### src/hdl/ldm_pkg.sv
// ----------------------------------------------------------------------------
// Length-prefixed deframer package
// Shared types and constants for the deframer front end, queue and back end.
// ----------------------------------------------------------------------------
package ldm_pkg;

    // Header layout: two command bytes, then a four-byte big-endian length.
    localparam int HDR_LEN = 6;
    localparam int MIN_LEN = 4;
    localparam int CFG_MAX_W = 13;
    localparam int CFG_MAX_LIMIT = (1 << CFG_MAX_W) - 1;

    // Frame positions that feed the response match and the acknowledge check.
    localparam logic [3:0] POS_FIRST_PAYLOAD = 4'd6;
    localparam logic [3:0] POS_RESP_FLAG = 4'd6;
    localparam logic [3:0] POS_SEQUENCE = 4'd9;
    localparam logic [3:0] POS_ACK_FIRST = 4'd10;
    localparam logic [3:0] POS_ACK_SECOND = 4'd11;
    localparam logic [3:0] POS_SATURATE = 4'd15;

    localparam logic [7:0] ACK_FIRST_BYTE = 8'h22;
    localparam logic [7:0] ACK_SECOND_BYTE = 8'h00;
    localparam logic [7:0] RESP_OK_BYTE = 8'h00;

    // Reset values of the configuration registers.
    localparam logic [15:0] RST_MATCH_COMMAND = 16'd10078;
    localparam logic [7:0] RST_MATCH_SEQUENCE = 8'd1;
    localparam logic [12:0] RST_MAX_PAYLOAD = 13'd4096;

    // Queue between the front end and the back end.
    localparam int QUEUE_DEPTH = 8;
    localparam int QPTR_W = $clog2(QUEUE_DEPTH);

    // Configuration register indexes.
    typedef enum logic [1:0] {
        REG_MATCH_COMMAND = 2'd0,
        REG_MATCH_SEQUENCE = 2'd1,
        REG_MAX_PAYLOAD = 2'd2
    } ldm_reg_idx_t;

    typedef struct packed {
        logic [15:0] match_command;
        logic [7:0] match_sequence;
        logic [12:0] max_payload;
    } ldm_cfg_t;

    // One queued piece of work: a whole accepted header or one payload byte.
    typedef struct packed {
        logic is_header;
        logic [8*HDR_LEN-1:0] bytes;    // byte 0 in the lowest bits
        logic last;
        logic match_ok;
        logic ack;
    } ldm_entry_t;

endpackage

### src/hdl/ldm_front.sv
// ----------------------------------------------------------------------------
// Deframer front end
// Hunts for a header with a plausible length, then classifies payload bytes
// and works out the match and acknowledge flags for the frame's last byte.
// ----------------------------------------------------------------------------
module ldm_front #(
    parameter int MAX_FRAME_PAYLOAD = 4096
) (
    input  logic clk,
    input  logic rst_n,
    input  ldm_pkg::ldm_cfg_t cfg,
    input  logic in_valid,
    input  logic [7:0] in_data,
    output logic in_ready,
    input  logic queue_full,
    output logic push,
    output ldm_pkg::ldm_entry_t entry
);
    import ldm_pkg::*;

    // Largest length that can ever pass, and the counter width it needs.
    localparam int CAP = (MAX_FRAME_PAYLOAD < CFG_MAX_LIMIT) ? MAX_FRAME_PAYLOAD
                                                             : CFG_MAX_LIMIT;
    localparam int LEN_W = $clog2(CAP + 1);

    logic [7:0] win_reg [0:HDR_LEN-2];
    logic [2:0] fill_reg;
    logic in_payload_reg;
    logic [LEN_W-1:0] bytes_left_reg;
    logic [3:0] pos_reg;
    logic [15:0] seen_command_reg;
    logic resp_ok_reg;
    logic [7:0] seen_seq_reg;
    logic ack_first_reg;
    logic ack_second_reg;

    logic accept;
    logic [31:0] len;
    logic [LEN_W-1:0] limit;
    logic len_good;
    logic hdr_done;
    logic resp_eff;
    logic [7:0] seq_eff;
    logic ack_first_eff;
    logic ack_second_eff;
    logic last;

    assign in_ready = !queue_full;
    assign accept = in_valid && in_ready;

    // Length check on the completed window; the newest byte is the length LSB.
    assign len = {win_reg[2], win_reg[3], win_reg[4], in_data};
    assign limit = (cfg.max_payload > 13'(CAP)) ? LEN_W'(CAP)
                                                : LEN_W'(cfg.max_payload);
    assign len_good = (len >= 32'(MIN_LEN)) && (len[31:LEN_W] == '0)
                      && (len[LEN_W-1:0] <= limit);
    assign hdr_done = !in_payload_reg && (fill_reg == 3'(HDR_LEN - 1));

    // Field values as they stand after this byte is taken into account.
    assign resp_eff = (pos_reg == POS_RESP_FLAG) ? (in_data == RESP_OK_BYTE) : resp_ok_reg;
    assign seq_eff = (pos_reg == POS_SEQUENCE) ? in_data : seen_seq_reg;
    assign ack_first_eff = (pos_reg == POS_ACK_FIRST) ? (in_data == ACK_FIRST_BYTE)
                                                      : ack_first_reg;
    assign ack_second_eff = (pos_reg == POS_ACK_SECOND) ? (in_data == ACK_SECOND_BYTE)
                                                        : ack_second_reg;
    assign last = (bytes_left_reg == LEN_W'(1));

    // Queue entry for a payload byte or an accepted header.
    always_comb
    begin
        entry.is_header = !in_payload_reg;
        entry.bytes = {in_data, win_reg[4], win_reg[3], win_reg[2], win_reg[1], win_reg[0]};
        entry.last = in_payload_reg && last;
        entry.match_ok = in_payload_reg && last && (seen_command_reg == cfg.match_command)
                         && resp_eff && (seq_eff == cfg.match_sequence);
        entry.ack = in_payload_reg && last && ack_first_eff && ack_second_eff;
        if (!in_payload_reg)
        begin
            entry.bytes[7:0] = win_reg[0];
        end
        else
        begin
            entry.bytes[7:0] = in_data;
        end
    end

    assign push = accept && (in_payload_reg || (hdr_done && len_good));

    // Frame tracking state.
    always_ff @(posedge clk or negedge rst_n)
    begin
        if (!rst_n)
        begin
            fill_reg <= '0;
            in_payload_reg <= 1'b0;
            bytes_left_reg <= '0;
            pos_reg <= '0;
            seen_command_reg <= '0;
            resp_ok_reg <= 1'b0;
            seen_seq_reg <= '0;
            ack_first_reg <= 1'b0;
            ack_second_reg <= 1'b0;
        end
        else if (accept)
        begin
            if (in_payload_reg)
            begin
                resp_ok_reg <= resp_eff;
                seen_seq_reg <= seq_eff;
                ack_first_reg <= ack_first_eff;
                ack_second_reg <= ack_second_eff;
                bytes_left_reg <= bytes_left_reg - LEN_W'(1);
                if (pos_reg != POS_SATURATE)
                begin
                    pos_reg <= pos_reg + 4'd1;
                end
                if (last)
                begin
                    in_payload_reg <= 1'b0;
                    fill_reg <= '0;
                end
            end
            else if (!hdr_done)
            begin
                fill_reg <= fill_reg + 3'd1;
            end
            else if (len_good)
            begin
                seen_command_reg <= {win_reg[0], win_reg[1]};
                resp_ok_reg <= 1'b0;
                seen_seq_reg <= '0;
                ack_first_reg <= 1'b0;
                ack_second_reg <= 1'b0;
                in_payload_reg <= 1'b1;
                bytes_left_reg <= len[LEN_W-1:0];
                pos_reg <= POS_FIRST_PAYLOAD;
                fill_reg <= '0;
            end
        end
    end

    // Header window: fill in order, slide by one byte on a bad length.
    always_ff @(posedge clk)
    begin
        if (accept && !in_payload_reg)
        begin
            if (!hdr_done)
            begin
                win_reg[fill_reg] <= in_data;
            end
            else if (!len_good)
            begin
                for (int i = 0; i < HDR_LEN - 2; i++)
                begin
                    win_reg[i] <= win_reg[i+1];
                end
                win_reg[HDR_LEN-2] <= in_data;
            end
        end
    end

endmodule

### src/hdl/ldm_queue.sv
// ----------------------------------------------------------------------------
// Deframer work queue
// Small register FIFO that decouples the front end from the back end.
// ----------------------------------------------------------------------------
module ldm_queue (
    input  logic clk,
    input  logic rst_n,
    input  logic push,
    input  ldm_pkg::ldm_entry_t push_entry,
    input  logic pop,
    output logic full,
    output logic head_valid,
    output ldm_pkg::ldm_entry_t head
);
    import ldm_pkg::*;

    ldm_entry_t slot_reg [0:QUEUE_DEPTH-1];
    logic [QPTR_W-1:0] wr_ptr_reg;
    logic [QPTR_W-1:0] rd_ptr_reg;
    logic [QPTR_W:0] count_reg;
    logic do_push;
    logic do_pop;

    assign full = (count_reg == (QPTR_W + 1)'(QUEUE_DEPTH));
    assign head_valid = (count_reg != '0);
    assign head = slot_reg[rd_ptr_reg];
    assign do_push = push && !full;
    assign do_pop = pop && head_valid;

    // Storage.
    always_ff @(posedge clk)
    begin
        if (do_push)
        begin
            slot_reg[wr_ptr_reg] <= push_entry;
        end
    end

    // Pointers and occupancy.
    always_ff @(posedge clk or negedge rst_n)
    begin
        if (!rst_n)
        begin
            wr_ptr_reg <= '0;
            rd_ptr_reg <= '0;
            count_reg <= '0;
        end
        else
        begin
            if (do_push)
            begin
                wr_ptr_reg <= wr_ptr_reg + QPTR_W'(1);
            end
            if (do_pop)
            begin
                rd_ptr_reg <= rd_ptr_reg + QPTR_W'(1);
            end
            if (do_push && !do_pop)
            begin
                count_reg <= count_reg + (QPTR_W + 1)'(1);
            end
            else if (do_pop && !do_push)
            begin
                count_reg <= count_reg - (QPTR_W + 1)'(1);
            end
        end
    end

    // The occupancy never exceeds the depth.
    assert property (@(posedge clk) disable iff (!rst_n)
        count_reg <= (QPTR_W + 1)'(QUEUE_DEPTH))
        else $error("queue occupancy above depth");

    // An empty or full queue has its pointers together.
    assert property (@(posedge clk) disable iff (!rst_n)
        (count_reg == '0 || full) |-> (wr_ptr_reg == rd_ptr_reg))
        else $error("queue pointers disagree with occupancy");

    // A push into a queue with room raises the occupancy unless a pop goes with it.
    assert property (@(posedge clk) disable iff (!rst_n)
        (do_push && !do_pop) |=> (count_reg == $past(count_reg) + (QPTR_W + 1)'(1)))
        else $error("queue push lost");

endmodule

### src/hdl/ldm_back.sv
// ----------------------------------------------------------------------------
// Deframer back end
// Expands queued headers into six frame bytes and drives the output register.
// ----------------------------------------------------------------------------
module ldm_back (
    input  logic clk,
    input  logic rst_n,
    input  logic head_valid,
    input  ldm_pkg::ldm_entry_t head,
    output logic pop,
    output logic m_tvalid,
    input  logic m_tready,
    output logic [7:0] m_tdata,
    output logic m_tlast,
    output logic [3:0] m_tuser
);
    import ldm_pkg::*;

    logic [2:0] sub_reg;
    logic m_tvalid_reg;
    logic [7:0] m_tdata_reg;
    logic m_tlast_reg;
    logic [3:0] m_tuser_reg;

    logic load;
    logic hdr_end;
    logic [7:0] res_byte;
    logic [3:0] res_user;
    logic res_last;

    assign load = head_valid && (!m_tvalid_reg || m_tready);
    assign hdr_end = (sub_reg == 3'(HDR_LEN - 1));
    assign pop = load && (!head.is_header || hdr_end);

    // Result picked from the head entry.
    always_comb
    begin
        if (head.is_header)
        begin
            res_byte = head.bytes[8*sub_reg +: 8];
            res_last = 1'b0;
            res_user = {hdr_end, 1'b0, 1'b0, (sub_reg == 3'd0)};
        end
        else
        begin
            res_byte = head.bytes[7:0];
            res_last = head.last;
            res_user = {1'b1, head.ack, head.match_ok, 1'b0};
        end
    end

    // Header byte index.
    always_ff @(posedge clk or negedge rst_n)
    begin
        if (!rst_n)
        begin
            sub_reg <= '0;
        end
        else if (load && head.is_header)
        begin
            sub_reg <= hdr_end ? 3'd0 : sub_reg + 3'd1;
        end
    end

    // Output register.
    always_ff @(posedge clk or negedge rst_n)
    begin
        if (!rst_n)
        begin
            m_tvalid_reg <= 1'b0;
        end
        else if (load)
        begin
            m_tvalid_reg <= 1'b1;
        end
        else if (m_tready)
        begin
            m_tvalid_reg <= 1'b0;
        end
    end

    always_ff @(posedge clk)
    begin
        if (load)
        begin
            m_tdata_reg <= res_byte;
            m_tlast_reg <= res_last;
            m_tuser_reg <= res_user;
        end
    end

    assign m_tvalid = m_tvalid_reg;
    assign m_tdata = m_tdata_reg;
    assign m_tlast = m_tlast_reg;
    assign m_tuser = m_tuser_reg;

    // The header index stays inside the header.
    assert property (@(posedge clk) disable iff (!rst_n)
        sub_reg <= 3'(HDR_LEN - 1))
        else $error("header index out of range");

    // A partly sent header stays at the head of the queue.
    assert property (@(posedge clk) disable iff (!rst_n)
        (sub_reg != 3'd0) |-> (head_valid && head.is_header))
        else $error("header left the queue before all bytes were sent");

    // The last byte of a frame always closes its input's burst.
    assert property (@(posedge clk) disable iff (!rst_n)
        (m_tvalid_reg && m_tlast_reg) |-> m_tuser_reg[3])
        else $error("frame end without burst end");

endmodule

### src/hdl/length_prefixed_deframer_matcher_core.sv
// ----------------------------------------------------------------------------
// Length-prefixed deframer and response matcher
// Finds frames in a byte stream by their length field and flags awaited
// responses and success acknowledges on each frame's last byte.
// ----------------------------------------------------------------------------
// Path: each result is registered in a queue slot, then in the output
//   register; a good header yields six results. Throughput: one input
//   byte per cycle unless the queue is full; the eight-entry queue absorbs
//   the five extra results of each header while the next header is hunted.
// Reset: hunting for a header, queue and output empty, configuration at its
//   reset values; header window contents are undefined until refilled.
module length_prefixed_deframer_matcher_core #(
    parameter int MAX_FRAME_PAYLOAD = 4096
) (
    input  logic clk,
    input  logic rst_n,
    // Configuration write channel.
    input  logic cfg_valid,
    output logic cfg_ready,
    input  logic [1:0] cfg_index,
    input  logic [15:0] cfg_data,
    // Input stream.
    input  logic s_tvalid,
    output logic s_tready,
    input  logic [7:0] s_tdata,     // [7:0] rx_byte
    // Output stream.
    output logic m_tvalid,
    input  logic m_tready,
    output logic [7:0] m_tdata,     // [7:0] frame_byte
    output logic m_tlast,           // last_of_frame
    output logic [3:0] m_tuser      // [0] first_of_frame, [1] frame_matches,
                                    // [2] success_ack, [3] last_in_burst
);
    import ldm_pkg::*;

    ldm_cfg_t cfg_reg;
    logic q_full;
    logic q_push;
    logic q_pop;
    logic q_valid;
    ldm_entry_t q_in;
    ldm_entry_t q_head;

    assign cfg_ready = 1'b1;

    // Configuration registers.
    always_ff @(posedge clk or negedge rst_n)
    begin
        if (!rst_n)
        begin
            cfg_reg.match_command <= RST_MATCH_COMMAND;
            cfg_reg.match_sequence <= RST_MATCH_SEQUENCE;
            cfg_reg.max_payload <= RST_MAX_PAYLOAD;
        end
        else if (cfg_valid && cfg_ready)
        begin
            unique case (cfg_index)
                REG_MATCH_COMMAND:  cfg_reg.match_command <= cfg_data;
                REG_MATCH_SEQUENCE: cfg_reg.match_sequence <= cfg_data[7:0];
                REG_MAX_PAYLOAD:    cfg_reg.max_payload <= cfg_data[12:0];
                default:            ;
            endcase
        end
    end

    ldm_front #(
        .MAX_FRAME_PAYLOAD(MAX_FRAME_PAYLOAD)
    ) u_front (
        .clk(clk),
        .rst_n(rst_n),
        .cfg(cfg_reg),
        .in_valid(s_tvalid),
        .in_data(s_tdata),
        .in_ready(s_tready),
        .queue_full(q_full),
        .push(q_push),
        .entry(q_in)
    );

    ldm_queue u_queue (
        .clk(clk),
        .rst_n(rst_n),
        .push(q_push),
        .push_entry(q_in),
        .pop(q_pop),
        .full(q_full),
        .head_valid(q_valid),
        .head(q_head)
    );

    ldm_back u_back (
        .clk(clk),
        .rst_n(rst_n),
        .head_valid(q_valid),
        .head(q_head),
        .pop(q_pop),
        .m_tvalid(m_tvalid),
        .m_tready(m_tready),
        .m_tdata(m_tdata),
        .m_tlast(m_tlast),
        .m_tuser(m_tuser)
    );

endmodule

### config.mk
export PLATFORM = sky130hd
export DESIGN_NAME = length_prefixed_deframer_matcher_core
export DESIGN_NICKNAME = d
export VERILOG_FILES = /design/src/hdl/ldm_pkg.sv /design/src/hdl/ldm_front.sv /design/src/hdl/ldm_queue.sv /design/src/hdl/ldm_back.sv /design/src/hdl/length_prefixed_deframer_matcher_core.sv
export SDC_FILE = /design/constraint.sdc
export NUM_CORES = 1
export LEC_CHECK = 0
export BUFFER_PORTS_ARGS = -buffer_cell sky130_fd_sc_hd__buf_2
export CORE_UTILIZATION = 45
export DETAILED_ROUTE_END_ITERATION = 12
export PLACE_DENSITY = 0.71
export SLEW_MARGIN = 20
export SYNTH_ARGS = -nofsm -noshare
export SYNTH_HDL_FRONTEND = slang
export SYNTH_HIERARCHICAL = 1
export SYNTH_SLANG_ARGS = --single-unit
### constraint.sdc
create_clock -name clk -period 6.9 [get_ports clk]
set_input_delay 0.345 -clock clk [delete_from_list [all_inputs] [get_ports clk]]
set_output_delay 0.345 -clock clk [all_outputs]
set_load 0.03 [all_outputs]
==> impl_metrics.json, run 1 <==
{
  "grt_usage_pct": 19.7,
  "finalCritPeriodShare_pct": 72.9,
  "critPathKind": "flip-flop to flip-flop",
  "dp_hpwl_um": 32600,
  "drcViolationCount": 0,
  "n_fill_cell": 4218,
  "postCtsSetupBuffers": 0,
  "rsz0062_at_grt": "false",
  "io_buffer_count": 45,
  "hold_path.class": "primary input to flip-flop",
  "synthXorXnorAreaFrac_pct": 1.11,
  "p_int_mw": 5.86,
  "placed_area_um2": 25200,
  "design_area_um2": 27100,
  "vias": 12600,
  "synthAdderAreaFrac_pct": 1.37,
  "nNetsFinal": 1435,
  "tightest_slew_ns": 1.18,
  "yosys_warnings": 6,
  "critPathSlowestCell": "nor2_4",
  "start_util_pct": 46.0,
  "crit_path_max_fanout": 29,
  "via_per_inst": 5.95,
  "synth_top_family_by_area": "multiplexers",
  "routabilityCongestion": 0.811,
  "post_synth_and_or_nand_nor_area_fraction_pct": 4.79,
  "crit_chain": "nor4_1, nand2_1, nor4_4, o211ai_2, o21ai_0, nand3b_1, nor2_4, buf_4",
  "postSynthCellCount": 1322,
  "antenna_found_initial": 2,
  "boundaryPins": 47,
  "cp_data_required_time_ns": 7.15,
  "fin_cells": 2112,
  "swShare_pct": 23.1,
  "report.final.slew_viol_count": 0,
  "status": "complete, no violations",
  "cts_tree": "done",
  "grt_overflow": 0,
  "layout_common_cells": "edfxtp_1 (469), mux4_2 (99), mux2_2 (96), dfrtp_1 (85), mux2_4 (60)",
  "async_flop_share_pct": 17.4,
  "dr.pass1.iters": 5,
  "fin_crit_ns": 5.03,
  "utilization_pct": 51.3,
  "synth.distinct_cells": 83,
  "first_global_vias": 12900,
  "largest_register_ffs": 416,
  "final.setup.tns_ns": 0,
  "grt_max_degree": 74,
  "clk_latency_ns": 0.62,
  "antenna_left": 0,
  "wl_per_cell_um": 25.2,
  "final-hold-violation-count": 0,
  "yosysSeqAreaShare_pct": 68.1,
  "p_sw_mw": 1.76,
  "dieHeight_um": 235,
  "drt_iter0_markers": 1123,
  "ys.flop_type": "edfxtp_1",
  "dieArea_um2": 55100,
  "clkTransAtPathRegs_ns": 0.06,
  "power_frac_seq_pct": 54.2,
  "maxSlewHeadroom_pct": 20.7,
  "clockBufferDepth": 3,
  "final_common_cell": "edfxtp_1",
  "leakage_nw": 9.09,
  "syn_avg_cell_area_um2": 18.4,
  "multi_input_comb_area_um2": 7300,
  "synth_edf_count": 469,
  "skew_ns": 0.0269,
  "cts.htree.levels": 2,
  "cellPowerDensity_nw_per_um2": 281,
  "routed_wl_um": 53300,
  "fmax_mhz": 199,
  "synth_compound_area_share_pct": 3.47,
  "combPwrFrac_pct": 6.5,
  "num_rows": 84,
  "synthMuxAreaShare_pct": 18.9,
  "cts_buffers": 54,
  "endpoint_kind": "flip-flop",
  "cts_root_buf": "clkbuf_16",
  "cap_viol_max_count": 0,
  "core_area_um2": 53000,
  "antenna_cells": 0,
  "syn-num-nets": 1379,
  "cpPeakStageDelay_ns": 0.80,
  "syn_to_final_growth_pct": 11.5,
  "grt_pass1_wl_um": 81000,
  "dieWidth_um": 235,
  "ys_ff_latch": 568,
  "arrival_ns": 5.28,
  "seq_area_um2": 16600,
  "synth_area_um2": 24400,
  "clkSinkCount": 568,
  "drive_above_1_share_pct": 31.5,
  "pwr-share-clk_pct": 39.3,
  "worst_ir_drop_vdd_v": 0.000230,
  "start_kind": "flip-flop",
  "setup_viol": 0,
  "dp.cells": 2001
}
## synth_stat cells (6+ instances only)
cell type    n  area (um2)
nand2_1     52         195
inv_1       14        52.6
o21ai_0     12        60.1
mux2i_1     24         240
buf_1        9        33.8
mux2_2      96        1080
nor2_1      25        93.8
buf_12       6         120
edfxtp_1   469       14100
nor4_1      15        93.8
dfstp_2     11         289
xnor2_1     23         201
buf_6        6        67.6
a31oi_1      8        50.1
xor2_1       8        70.1
nand2b_1     7        43.8
a211oi_2     7        87.6
dfrtp_1     88        2200
a22o_1       8        70.1
a21oi_1     32         160
nand4_1     13        81.3
mux2_4      60         901
nor3_1      13        65.1
mux4_2      99        2230
nor2b_1     10        62.6
nand3b_1     8        60.1
a221o_1      8        80.1
buf_4       12        90.1
ha_1        25         313
nand3_1     21         105
clkbuf_1    20        75.1
and3_1       7        43.8
buf_2       19        95.1
## layer usage
metal,routed length (um),vias to the layer above,share of wire (%),track usage [%]
met5,0,-,0,0
met4,1310,0,2.5,6.06
met3,3790,79,7.1,3.72
met2,25600,470,48,31.9
met1,22700,6590,42,26.9
li1,-,5427,-,-
## what timing repair did
item                       4_1_cts  5_1_grt
setup endpoints to repair        0        0
hold buffers                     8        0
resized for setup                0        0
hold endpoints to repair        42        0
## per-stage QoR
| stage | worst slack [ns] | hold slack, ns | total power [mW] |
|---|---|---|---|
| after floorplan | 0.401 | 0.0494 | 4.45 |
| after global placement | 2.04 | 0.309 | 4.67 |
| after detailed placement | 1.88 | 0.309 | 4.69 |
| after CTS | 1.86 | 0.00921 | 7.68 |
| after global routing | 1.54 | 0.0122 | 7.88 |
| final | 1.87 | 0.0344 | 7.62 |
## final cells by class
type / instances / area share (%)
clock inverters: 29 / 1.18
multi-input cells: 664 / 26.9
repair buffers: 75 / 1.95
flip-flops and latches: 568 / 61.1
well taps: 688 / 3.17
inverters: 15 / 0.207
clock buffers: 73 / 5.52
## cell families (layout without fill, tap and decap cells)
logic type      after synthesis  in the layout
buf+inv                      90            192
mux                         286            286
compound gates              116            116
other cells                   1              1
flops                       568            568
fa+ha+maj                    26             26
simple gates                204            204
xor+xnor                     31             31
## final timing paths
kind / startpoint / endpoint / slack [ns] / depth (start not counted)
setup / recovery: u_front/win_reg[3][5]$_DFFE_PP_ / u_queue/slot_reg[6][21]$_DFFE_PP_ / 1.87 / 8
setup reg to reg: u_front/win_reg[3][5]$_DFFE_PP_ / u_queue/slot_reg[6][21]$_DFFE_PP_ / 1.87 / 8
hold reg to reg: u_front/seen_seq_reg[7]$_DFFE_PN0P_ / u_front/seen_seq_reg[7]$_DFFE_PN0P_ / 0.50 / 1
max in group asynchronous: rst_n / u_queue/rd_ptr_reg[2]$_DFFE_PN0P_ / 5.31 / 3
hold / removal: cfg_data[7] / cfg_reg[20]$_DFFE_PN0P_ / 0.03 / 2
min in group asynchronous: rst_n / u_front/seen_command_reg[13]$_DFFE_PN0P_ / 0.23 / 2
## critical path: cells and delay by family (launching register included)
kind,cells,cell delay (ns)
DFF,1,0.53
and+or+nand+nor,5,2.38
AOI/OAI and AO/OA,2,1.14
buffers and inverters,1,0.58
## power groups by stage
| stage | combinational, mW | sequential, mW | clock, mW |
|---|---|---|---|
| after global placement | 0.476 | 4.19 | 0 |
| after CTS | 0.495 | 4.13 | 3.05 |
| final | 0.498 | 4.13 | 2.99 |
| after detailed placement | 0.488 | 4.20 | 0 |
| after floorplan | 0.337 | 4.11 | 0 |
| after global routing | 0.540 | 4.15 | 3.19 |
Power figures use the tool's default switching activity.
==> run 2: changes to the inputs <==
- PLACE_DENSITY: 0.71 -> 0.68
- clock period: 6.9 -> 5.2 ns (I/O delays scaled with it)
==> impl_metrics.json, run 2 (synthesized netlist as in run 1, its figures left out) <==
{
  "wl_met2_um": 26200,
  "critPathSlowestCell": "o21ai_0",
  "fin_crit_ns": 4.43,
  "drt-met1-wl_um": 22900,
  "first_global_vias": 13000,
  "multi_input_comb_area_um2": 7310,
  "endpoint_kind": "flip-flop",
  "final.setup.tns_ns": 0,
  "largest_register_ffs": 416,
  "crit_chain": "inv_1, ha_1, nand4_1, nand4bb_1, o211ai_1, o211ai_2, o21ai_0, nand2_1, inv_1, ha_1, inv_1, ha_1, or4_1, o211ai_1, o211ai_1",
  "cts_root_buf": "clkbuf_16",
  "skew_ns": 0.0296,
  "cpPeakStageDelay_ns": 0.62,
  "cts_buffers": 57,
  "crit_path_max_fanout": 12,
  "dp.cells": 2007,
  "final_common_cell": "edfxtp_1",
  "status": "complete, no violations",
  "holdBufCountCts": 17,
  "cp_data_required_time_ns": 5.71,
  "grt_max_degree": 69,
  "syn_to_final_growth_pct": 13.0,
  "fin_cells": 2133,
  "drcViolationCount": 0,
  "tightest_slew_ns": 1.20,
  "clkSinkCount": 568,
  "boundaryPins": 47,
  "routed_wl_um": 54200,
  "n_fill_cell": 4205,
  "dieHeight_um": 235,
  "start_kind": "flip-flop",
  "fmax_mhz": 226,
  "place_ws_ns": 0.870,
  "clkTransAtPathRegs_ns": 0.06,
  "dieArea_um2": 55100,
  "nNetsFinal": 1452,
  "rr_worst_depth": 15,
  "antenna_found_initial": 0,
  "finalCritPeriodShare_pct": 85.3,
  "dr.max_layer_used": "met4",
  "drt_iter0_markers": 1251,
  "rsz0062_at_grt": "false",
  "seq_area_um2": 16600,
  "start_util_pct": 46.0,
  "dp_hpwl_um": 31700,
  "cts.htree.levels": 2,
  "num_rows": 84,
  "clk_latency_ns": 0.63,
  "cellPowerDensity_nw_per_um2": 380,
  "report.final.slew_viol_count": 0,
  "clockBufferDepth": 3,
  "postCtsSetupBuffers": 0,
  "final-hold-violation-count": 0,
  "critPathKind": "flip-flop to flip-flop",
  "dr.pass1.iters": 7,
  "routabilityCongestion": 0.845,
  "routed-wl-met3_um": 3600,
  "core_area_um2": 53000,
  "cts_resized": 0,
  "drive_above_1_share_pct": 31.9,
  "hold_path.class": "primary input to flip-flop",
  "layout_common_cells": "edfxtp_1 (469), mux4_2 (99), mux2_2 (96), dfrtp_1 (85), mux2_4 (60)",
  "grt_usage_pct": 19.9,
  "arrival_ns": 4.94,
  "antenna_left": 0,
  "min_path_cells": 3,
  "io_buffer_count": 45,
  "vias": 12600,
  "leakage_nw": 9.23,
  "cap_viol_max_count": 0,
  "grt_pass1_wl_um": 81800,
  "wl_per_cell_um": 25.4,
  "setup_viol": 0,
  "maxSlewHeadroom_pct": 19.2,
  "cts_tree": "done",
  "dieWidth_um": 235,
  "grt_overflow": 0,
  "setup_slack_ns": 0.766,
  "via_per_inst": 5.91,
  "worst_ir_drop_vdd_v": 0.000248
}
## run 2: cell count changes in the layout (fill, tap and decap cells not counted), moves of 2 or more
| cell | before | now |
|---|---|---|
| clkinv_4 | 0 | 2 |
| dlygate4sd3_1 | 8 | 17 |
| nor3_2 | 2 | 0 |
| clkbuf_16 | 56 | 58 |
| clkbuf_1 | 13 | 10 |
| clkinv_2 | 8 | 6 |
| bufinv_16 | 5 | 9 |
| nor3_4 | 0 | 2 |
| buf_12 | 3 | 9 |
| clkbuf_8 | 3 | 5 |
## run 2: metal layers
layer / track usage (%) / vias to the layer above
met2: 32.5 / 427
met1: 26.9 / 6636
met4: 6.40 / 0
met3: 4.02 / 91
met5: 0 / -
li1: - / 5447
## run 2: worst paths after layout
| check | startpoint | endpoint | slack (ns) |
|---|---|---|---|
| max | cfg_reg[12]$_DFFE_PN1P_ | u_queue/count_reg[3]$_DFFE_PN0P_ | 0.77 |
| min | m_tready | u_back/m_tvalid$_DFFE_PN0P_ | 0.05 |
| max reg2reg | cfg_reg[12]$_DFFE_PN1P_ | u_queue/count_reg[3]$_DFFE_PN0P_ | 0.77 |
| min reg2reg | u_front/seen_seq_reg[1]$_DFFE_PN0P_ | u_front/seen_seq_reg[1]$_DFFE_PN0P_ | 0.50 |
| max in group asynchronous | rst_n | u_queue/rd_ptr_reg[2]$_DFFE_PN0P_ | 3.82 |
| min in group asynchronous | rst_n | u_front/seen_command_reg[14]$_DFFE_PN0P_ | 0.29 |
## run 2: area by class of cell
class,count,area share (%)
Timing Repair Buffer,89,2.59
Clock buffer,73,5.66
Sequential cell,568,60.3
Inverter,15,0.205
Tap cell,688,3.13
Multi-Input combinational cell,664,26.6
Clock inverter,35,1.59
Antenna cell,1,0.00909
## run 2: per-stage QoR
| stage | util, % | total power [mW] | instance area (um2) | hold WS, ns |
|---|---|---|---|---|
| after floorplan | - | 5.90 | 24400 | -0.0356 |
| after global placement | 47.9 | 6.19 | 25400 | 0.419 |
| after detailed placement | 47.9 | 6.22 | 25400 | 0.420 |
| after CTS | 51.9 | 10.5 | 27500 | 0.0272 |
| after global routing | 52.0 | 10.8 | 27500 | 0.0832 |
| final | 52.0 | 10.5 | 27500 | 0.0473 |
## run 2: where the power goes
group	switching (mW)	internal (mW)	leakage [nW]
Clock	1.74	2.57	0.960
Combinational	0.405	0.265	2.81
Sequential	0.229	5.24	5.45
Total	2.38	8.08	9.23
## run 2: critical path: cells and delay by family (launching register included)
family,cells,cell delay [ns]
AND/OR/NAND/NOR,4,1.20
AO/OA/AOI/OAI,5,1.16
flip-flops,1,0.54
adder cells (fa/ha/maj),3,1.02
buffers and inverters,3,0.41
==> run 3: changes to the inputs <==
- CAP_MARGIN: unset -> 20
- CELL_PAD_IN_SITES_DETAIL_PLACEMENT: unset -> 0
- CELL_PAD_IN_SITES_GLOBAL_PLACEMENT: unset -> 2
- PLACE_DENSITY: 0.68 -> 0.82
==> impl_metrics.json, run 3 (synthesized netlist as in run 1, its figures left out) <==
{
  "dieHeight_um": 235,
  "rr_worst_depth": 17,
  "cts.htree.levels": 2,
  "status": "complete, no violations",
  "grt_overflow": 0,
  "drcViolationCount": 0,
  "skew_ns": 0.0164,
  "utilization_pct": 51.9,
  "cts_root_buf": "clkbuf_16",
  "start_kind": "flip-flop",
  "finalCritPeriodShare_pct": 80.6,
  "postCtsSetupBuffers": 0,
  "fin_crit_ns": 4.19,
  "grt_usage_pct": 20.0,
  "antenna_found_initial": 2,
  "dp_hpwl_um": 33000,
  "cts_buffers": 57,
  "n_fill_cell": 4303,
  "nNetsFinal": 1460,
  "routabilityCongestion": 0.781,
  "final-hold-violation-count": 0,
  "hold_path.class": "primary input to flip-flop",
  "antenna_cells": 0,
  "drt_iter0_markers": 1173,
  "grt_pass1_wl_um": 82000,
  "boundaryPins": 47,
  "cts_tree": "done",
  "first_global_vias": 12900,
  "endpoint_kind": "flip-flop",
  "leakage_nw": 9.23,
  "critPathSlowestCell": "or4_1",
  "r2r_setup_slack_ns": 1.01,
  "drive_above_1_share_pct": 32.0,
  "critPathKind": "flip-flop to flip-flop",
  "dr.pass1.iters": 5,
  "via_per_inst": 5.82,
  "fmax_mhz": 239,
  "routed_wl_um": 53900,
  "num_rows": 84,
  "fin_cells": 2139,
  "clk_latency_ns": 0.62,
  "layout_common_cells": "edfxtp_1 (469), mux4_2 (99), mux2_2 (96), dfrtp_1 (85), mux2_4 (60)",
  "multi_input_comb_area_um2": 7300,
  "clkSinkCount": 568,
  "wl_per_cell_um": 25.2,
  "cpPeakStageDelay_ns": 0.53,
  "crit_chain": "inv_1, nand2_1, ha_1, nand4_1, nand4bb_1, o211ai_1, o211ai_2, o21ai_0, buf_4, nand2_1, inv_1, ha_1, inv_1, ha_1, or4_1, o211ai_1, o211ai_1",
  "start_util_pct": 46.0,
  "clockBufferDepth": 3,
  "cap_viol_max_count": 0,
  "grt_max_degree": 103,
  "dp.cells": 2015,
  "final_common_cell": "edfxtp_1",
  "dieArea_um2": 55100,
  "syn_to_final_growth_pct": 13.0,
  "core_area_um2": 53000,
  "report.final.slew_viol_count": 0,
  "antenna_left": 0,
  "design_area_um2": 27500,
  "worst_ir_drop_vdd_v": 0.000239,
  "largest_register_ffs": 416,
  "holdBufCountCts": 17,
  "seq_area_um2": 16600,
  "rsz0062_at_grt": "false",
  "tightest_slew_ns": 1.14,
  "power_mw": 10.2,
  "vias": 12400,
  "maxSlewHeadroom_pct": 23.5,
  "io_buffer_count": 45,
  "placed_area_um2": 25500,
  "min_path_cells": 3,
  "final.setup.tns_ns": 0,
  "cts_resized": 0,
  "cellPowerDensity_nw_per_um2": 373,
  "cp_data_required_time_ns": 5.69,
  "clkTransAtPathRegs_ns": 0.06,
  "crit_path_max_fanout": 12,
  "arrival_ns": 4.69,
  "dieWidth_um": 235,
  "setup_viol": 0
}
## run 3: worst paths after layout
check | startpoint | endpoint
worst max-delay path | cfg_reg[12]$_DFFE_PN1P_ | u_queue/count_reg[3]$_DFFE_PN0P_
worst min-delay path | m_tready | u_back/m_tvalid$_DFFE_PN0P_
worst max register to register | cfg_reg[12]$_DFFE_PN1P_ | u_queue/count_reg[3]$_DFFE_PN0P_
worst min register to register | u_front/seen_seq_reg[1]$_DFFE_PN0P_ | u_front/seen_seq_reg[1]$_DFFE_PN0P_
max in group asynchronous | rst_n | u_queue/rd_ptr_reg[2]$_DFFE_PN0P_
min in group asynchronous | rst_n | cfg_reg[35]$_DFFE_PN0P_
## run 3: through the flow
step,setup WS [ns],hold WS [ns]
floorplan,0.0913,-0.0356
global placement,1.25,0.367
detailed placement,1.04,0.363
CTS,1.06,0.0195
global route,0.771,0.0639
finish,1.01,0.0415
## run 3: critical path: cells and delay by family, from the launching register on
family	cells	cell delay (ns)
flops	1	0.37
compound gates	5	0.82
buf+inv	4	0.67
fa+ha+maj	3	0.94
simple gates	5	1.27
## run 3: report_power, final
group | switching, mW | internal [mW]
clock | 1.74 | 2.35
sequential | 0.241 | 5.24
combinational | 0.402 | 0.268
## run 3: final cells by class
cell class,count,share of cell area [%]
flip-flops and latches,568,60.3
clock inverters,40,1.36
clock buffers,67,5.43
multi-input cells,664,26.6
well taps,688,3.13
repair buffers,97,3.04
inverters,15,0.205
## run 3: layer usage
| layer | part of all wire, % | routed length [um] | up-vias | track usage, % |
|---|---|---|---|---|
| met4 | 1.7 | 923 | 0 | 4.70 |
| met3 | 6.1 | 3280 | 66 | 3.99 |
| met5 | 0 | 0 | - | 0 |
| met1 | 44 | 23700 | 6544 | 27.7 |
| li1 | - | - | 5474 | - |
| met2 | 48 | 26000 | 363 | 32.5 |
